### config.mk
export PLATFORM = sky130hd
export DESIGN_NAME = hpt_cfg
export DESIGN_NICKNAME = d
export VERILOG_FILES = /design/src/hpt_pkg.sv /design/src/hpt_cfg.sv
export SDC_FILE = /design/constraint.sdc
export NUM_CORES = 1
export LEC_CHECK = 0
export ABC_AREA = 0
export BUFFER_PORTS_ARGS = -buffer_cell sky130_fd_sc_hd__buf_4
export CAP_MARGIN = 15
export CORE_MARGIN = 4
export CORE_UTILIZATION = 30
export CTS_BUF_LIST = sky130_fd_sc_hd__clkbuf_4 sky130_fd_sc_hd__clkbuf_8
export DETAILED_ROUTE_END_ITERATION = 7
export PLACE_DENSITY_LB_ADDON = 0.2
export SYNTH_ARGS = -nofsm -noshare
export SYNTH_HDL_FRONTEND = slang
export SYNTH_SLANG_ARGS = --single-unit
export TNS_END_PERCENT = 20
### constraint.sdc
create_clock -name i_clk -period 3.01 [get_ports i_clk]
set_input_delay 0.4515 -clock i_clk [delete_from_list [all_inputs] [get_ports i_clk]]
set_output_delay 0.4515 -clock i_clk [all_outputs]
set_load 0.03 [all_outputs]
### src/hpt_pkg.sv
`timescale 1ns / 1ps
// ----------------------------------------------------------------------------
// hpt_pkg
// Shared types and constants of the homogeneous point transform core.
// ----------------------------------------------------------------------------
package hpt_pkg;

    localparam int NUM_REGS  = 8;
    localparam int CFG_IDX_W = 4;
    localparam int DOT_LAT   = 4;
    localparam int DIV_STEPS = 33;
    localparam int DIV_LAT   = DIV_STEPS + 2;
    localparam int TOTAL_LAT = 1 + DOT_LAT + DIV_LAT;

    localparam logic OP_LINEAR = 1'b1;

    localparam logic [NUM_REGS-1:0][63:0] REG_RESET = {
        64'h0001_0000_0000_0000,
        64'h0000_0000_0000_0000,
        64'h0000_0000_0001_0000,
        64'h0000_0000_0000_0000,
        64'h0000_0000_0000_0000,
        64'h0001_0000_0000_0000,
        64'h0000_0000_0000_0000,
        64'h0000_0000_0001_0000
    };

    typedef logic [3:0][31:0] t_row;
    typedef t_row [3:0]       t_mat;

    typedef struct packed {
        logic        neg;
        logic [63:0] mag;
    } t_sm;

    typedef struct packed {
        logic vld;
        logic lin;
        logic wz;
    } t_ctl;

endpackage

### src/hpt_cfg.sv
`timescale 1ns / 1ps
// ----------------------------------------------------------------------------
// hpt_cfg
// Matrix register file: eight 64-bit registers, two Q16.16 entries each.
// ----------------------------------------------------------------------------
module hpt_cfg (
    input  logic                          i_clk,
    input  logic                          i_rst_n,
    input  logic                          i_we,
    input  logic [hpt_pkg::CFG_IDX_W-1:0] i_idx,
    input  logic [63:0]                   i_wdata,
    output hpt_pkg::t_mat                 o_mat
);

    logic [hpt_pkg::NUM_REGS-1:0][63:0] r_regs;

    always_ff @(posedge i_clk) begin
        if (!i_rst_n) begin
            r_regs <= hpt_pkg::REG_RESET;
        end else if (i_we && !i_idx[hpt_pkg::CFG_IDX_W-1]) begin
            r_regs[i_idx[hpt_pkg::CFG_IDX_W-2:0]] <= i_wdata;
        end
    end

    for (genvar r = 0; r < 4; r++) begin : g_row
        assign o_mat[r] = {r_regs[2*r+1], r_regs[2*r]};
    end

endmodule

==> results of run 1 <==
per-stage QoR:
stage	hold WS, ns	worst slack, ns	total power [mW]	instance area (um2)
floorplan	0.583	1.28	7.58	18300
global placement	0.443	0.752	8.01	23500
detailed placement	0.447	0.729	8.02	23500
CTS	0.0553	1.24	14.6	25300
global route	0.101	1.24	15.0	25300
finish	0.135	1.32	14.4	25300
logic make-up after synthesis:
logic type	synth area share, %
buf+inv	3.64
compound gates	0.191
simple gates	12.4
mux	27.8
flops	56.0
final cells by class:
| class | count | area, um2 |
|---|---|---|
| fill | 5877 | 35100 |
| clock inverter | 12 | 95.1 |
| antenna | 1 | 2.50 |
| inverter | 1 | 3.75 |
| timing repair buffer | 624 | 4790 |
| multi-input combinational | 1107 | 7440 |
| sequential | 512 | 10200 |
| tap | 782 | 978 |
| clock buffer | 139 | 1740 |
power groups by stage:
stage,combinational [mW],sequential (mW),clock (mW)
2_1_floorplan,0.351,7.23,0
3_3_place_gp,0.944,7.06,0
4_1_cts,0.955,6.92,6.78
5_1_grt,0.998,6.92,7.07
6_report,0.941,6.92,6.54
3_5_place_dp,0.953,7.06,0
cells in the final DEF (no fill, tap or decap), types with 6 or more instances in the layout:
cell type	instances
clkinv_2	6
clkbuf_4	28
buf_12	8
mux2i_1	509
dfxtp_1	512
buf_4	615
nand2_1	574
clkbuf_8	111
final timing paths:
kind	slack (ns)	to	start	cells after the start
max	1.32	o_mat[160]	o_mat[160]	1
min	0.13	o_mat[496]	i_wdata[48]	3
max reg2reg	2.26	o_mat[16]	o_mat[16]	3
min reg2reg	0.45	o_mat[259]	o_mat[259]	2
routing by layer:
layer	global-route usage, %	part of all wire, %
met5	0	0
met1	23.3	42
met4	7.40	3.1
met3	6.44	8.4
met2	31.2	47
==> results by group, run 1 <==
Yosys
  – Synth Net Count: 1809
  – Synth area leaders: dfxtp_1 56%, mux2i_1 28%, nand2_1 12%
  – Sequential area share after synthesis: a little under three fifths
  – Syn avg cell area: ~11 um2
  – EDFF count, synth: 0
  – Ys Warns: 0
  – Yosys top cell by area: dfxtp_1
  – Mapped Area: 18300 um2
  – Top cell type's share of synthesized area: between 50 and 60%
  – Synthesis-stage register bit count: around 510
  – Gate Count Post-Synth: 1738
  – Top cells by instance count after synthesis: 577 x nand2_1, 512 x dfxtp_1, 509 x mux2i_1, 64 x clkbuf_1, 34 x buf_2
  – Synth Flop Type: dfxtp_1
  – Cell with the most instances after synthesis: nand2_1
  – Synth async-reset ratio: 0%
  – Distinct cells, synth: 25

Worst setup path
  – Crit-path slowest cell: dfxtp_1
  – Worst Setup Start Kind: flop
  – Largest fanout on the critical path: 2
  – Worst setup path category: flop to primary output
  – Cell breakdown of the critical path: buf_4
  – Delay-heaviest family, CP: flip-flops
  – Crit path DAT: around 1.2 ns
  – Max incr delay on CP: around 0.37 ns
  – Setup crit end kind: primary output
  – Buf/Inv on CP: 1
  – Worst Path Required: 2.56 ns

Placed design
  – Placed cells: 3026
  – Dpl hpwl: between 40000 and 50000 um
  – IO Port Bufs: 582
  – Placer Congestion: 0.801

Cells and area
  – Nets: around 2.4k
  – Post-route insts no fill: approximately 3.2k
  – Largest register FFs: approximately 510
  – Synth-to-Final Area Change: 38.2%
  – Share of cells above drive strength 1: 32.7%
  – Util after Layout: around two fifths

Power
  – Clk network pwr share: 45.4%
  – Leakage Power: 12.7 nW
  – Int Power: 10.8 mW
  – P_sw: ~3.6 mW
  – Switching Share: 24.7%
  – PD cells: 569 nW/um2
  – Flop pwr share: 48.0%
  – Maximum vdd drop: 0.288 mV
  – Logic pwr share: 6.5%

Global route
  – Initial antenna violation count: 0
  – Global-route wire length before repair: about 94000 um
  – GRT overflow: 0
  – Largest net degree at the start of global routing: 74
  – Vias in the first global route: 14.6k
  – Gr usage total: 19.0%

Clock tree
  – Cts hold-fix bufs: 0
  – Post-CTS setup repair buffer count: 0
  – Clk sinks: 512
  – Worst skew pair latency: 0.65 ns
  – Post-CTS sizing: 0
  – Root buf cell: clkbuf_8
  – CTS H-Tree Depth: 3
  – Max Root-Sink Buffers: 3
  – CTS buffer count: 90
  – Clk pin slew, worst setup/hold paths: 0.06 ns
  – CTS tree: done

Routing
  – Drt first pass iters: 5
  – Drt drc: 0
  – Routed wire length: 65600 um
  – Post-route ant nets: 0
  – DRT iter0 DRCs: approximately 640
  – Detailed-route wire length per cell: 20.7 um
  – Via density: approximately 4.6
  – Routed via count: 14.6k

Timing
  – Skew final: 0 ns
  – Slew headroom: 44.8%
  – Crit share post-route: 56.1%
  – Final setup viols: 0
  – Tightest Pin Transition: around 0.83 ns
  – Minimum clock period: 1.69 ns
  – Post-Route Setup TNS: 0 ns
  – Pins Over Slew Limit: 0
  – RSZ-0062 raised after global routing: no
  – F_max: around 600 MHz
  – Final hold vios: 0

Die
  – Initial Utilization: 30.3%
  – Die X: 255 um
  – Die span in y: roughly 260 um
  – Total die area: 65100 um2
  – Core Rows: 90
  – I/O pins: just under 600
  – Core box area: about 60000 um2

Status
  – Status: completed

Min path
  – Hold Path Class: input port to flop

Job
  – Maxcap violations: 0
(Power assumes the default switching activity.)
==> inputs of run 2 (changes only) <==
==> constraint.sdc (replaced) <==
create_clock -name i_clk -period 1.6 [get_ports i_clk]
set_input_delay 0.24 -clock i_clk [delete_from_list [all_inputs] [get_ports i_clk]]
set_output_delay 0.24 -clock i_clk [all_outputs]
set_load 0.03 [all_outputs]
==> results by group, run 2 (synthesis gave the netlist of run 1 again) <==
Power
  – Switching Share: 24.5% (-0.24 points)
  – Clk network pwr share: 46.6% (+1.2 points)
  – P_sw: 6.83 mW (+92%)
  – Leakage Power: 13.0 nW (+2.9%)
  – Flop pwr share: 46.7% (-1.3 points)
  – Logic pwr share: 6.7% (+0.2 points)
  – Maximum vdd drop: 0.591 mV (+110%)
  – PD cells: 1070 nW/um2 (+88%)
  – Int Power: 21.1 mW (+94%)

Routing
  – Drt first pass iters: 5 (unchanged)
  – Routed wire length: 65300 um (-0.58%)
  – Via density: 4.54 (-1.2%)
  – DRT iter0 DRCs: 585 (-9.0%)
  – Routed via count: 14.6k (+0.36%)
  – Drt drc: 0 (unchanged)
  – Post-route ant nets: 0 (unchanged)
  – Detailed-route wire length per cell: 20.2 um (-2.1%)

Worst setup path
  – Worst setup path category: input port to flop
  – Largest fanout on the critical path: 48 (+46)
  – Worst Path Required: 2.18 ns (-0.38 ns)
  – Worst Setup Start Kind: input port
  – Setup crit end kind: flop
  – Crit path DAT: 2.09 ns (+0.85 ns)

Global route
  – Gr usage total: 19.0% (-0.026 points)
  – Vias in the first global route: 14.6k (+0.36%)
  – Initial antenna violation count: 1 (+1)
  – GRT overflow: 0 (unchanged)
  – Largest net degree at the start of global routing: 53 (-28%)
  – Global-route wire length before repair: 94500 um (+0.23%)

Cells and area
  – Share of cells above drive strength 1: 33.6% (+0.89 points)
  – Most common cell after layout, fill and taps aside: buf_4
  – Nets: 2448 (+1.7%)
  – Synth-to-Final Area Change: 42.2%
  – Post-route insts no fill: 3228 (+1.6%)
  – Most frequent cells in the layout: 623 x buf_4, 574 x nand2_1, 512 x dfxtp_1
  – Largest register FFs: 512 (unchanged)
  – Util after Layout: 43.1% (+1.2 points)
  – Fillers: 5812 (-1.1%)

Die
  – Die X: 255 um (unchanged)
  – Initial Utilization: 30.3% (unchanged)
  – Total die area: 65100 um2 (unchanged)
  – Die span in y: 255 um (unchanged)
  – Core Rows: 90 (unchanged)
  – I/O pins: 583 (unchanged)
  – Core box area: 60400 um2 (unchanged)

Timing
  – Tightest Pin Transition: 0.636 ns (-0.191 ns)
  – Skew final: 0 ns (unchanged)
  – Final setup viols: 0 (unchanged)
  – Crit share post-route: between 90 and 100%
  – Minimum clock period: 1.51 ns
  – F_max: 663 MHz
  – Final hold vios: 0 (unchanged)
  – Final worst slack: 0.0922 ns (-1.23 ns)
  – RSZ-0062 raised after global routing: no
  – Slew headroom: 57.5% (+13 points)
  – Pins Over Slew Limit: 0 (unchanged)

Placed design
  – IO Port Bufs: 582 (unchanged)
  – Placed cells: 3054 (+0.93%)
  – Dpl hpwl: 46300 um (+0.98%)
  – Setup WS pre-CTS: -0.343 ns (-1.07 ns)
  – Placer Congestion: 0.785 (-1.9%)

Clock tree
  – Clk pin slew, worst setup/hold paths: 0.06 ns (about the same)
  – Max Root-Sink Buffers: 3 (unchanged)
  – Worst skew pair latency: 0.64 ns (about the same)
  – CTS tree: done
  – Clk sinks: 512 (unchanged)
  – CTS H-Tree Depth: 3 (unchanged)
  – Post-CTS setup repair buffer count: 0 (unchanged)
  – Root buf cell: clkbuf_8
  – CTS buffer count: 91 (+1.1%)

Job
  – Maxcap violations: 0 (unchanged)

Status
  – Status: completed

Min path
  – Hold Path Class: input port to flop
## run 2: changes by cell type in the layout (fill, tap and decap cells not counted), moves of 2 or more
| cell | delta |
|---|---|
| dlygate4sd3_1 | +12 |
| clkinv_2 | +8 |
| buf_12 | +20 |
| bufinv_16 | +2 |
| clkbuf_8 | +8 |
| clkbuf_4 | -8 |
| buf_4 | +8 |
## run 2: metal layers
layer  vias up  share of wire [%]  routed length, um  global-route usage (%)
met5         -                  0                  0                       0
met3        80                8.2               5380                    6.31
li1       7025                  -                  -                       -
met2       469                 48              31300                    32.1
met1      7066                 41              27000                    23.0
met4         0                2.5               1600                    6.14
## run 2: metrics by stage
step	instance area (um2)	hold WS (ns)	power (mW)	setup TNS, ns
6_report	26000	0.0646	27.9	0
4_1_cts	26000	0.000336	28.3	0
3_3_place_gp	23900	0.443	15.1	-67.48
2_1_floorplan	18300	0.411	14.3	0
5_1_grt	26000	0.0569	29.0	0
3_5_place_dp	23900	0.448	15.2	-73.99
## run 2: what timing repair did
action	in CTS	in global routing
hold endpoints to repair	68	0
hold buffers	12	0
resized for setup	0	0
## run 2: worst paths after layout
path	slack, ns	end	startpoint	cells after the start
worst max-delay path	0.09	o_mat[211]	i_rst_n	5
worst min-delay path	0.06	o_mat[302]	i_wdata[46]	3
worst max register to register	0.87	o_mat[16]	o_mat[16]	3
worst min register to register	0.45	o_mat[397]	o_mat[397]	2
## run 2: final cells by class
type                    instances  area (um2)  share of cell area [%]
well taps                     782         978                    3.76
diodes                          1        2.50                 0.00961
flip-flops and latches        512       10200                    39.4
inverters                       1        3.75                  0.0144
clock buffers                 139        1790                    6.87
repair buffers                664        5370                    20.6
clock inverters                22         199                   0.764
multi-input cells            1107        7440                    28.6
## run 2: worst max-delay path: stages
cell and delay (ns):
dlygate4sd3_1 0.56, buf_8 0.24, buf_12 0.25, nand2_1 0.42, mux2i_1 0.28
## run 2: power groups by stage
stage                     Clock [mW]  Combinational [mW]  Sequential (mW)
final                           13.0                1.87             13.0
after global routing            14.0                1.99             13.0
after CTS                       13.4                1.90             13.0
after detailed placement           0                1.87             13.3
after global placement             0                1.85             13.3
after floorplan                    0               0.660             13.6
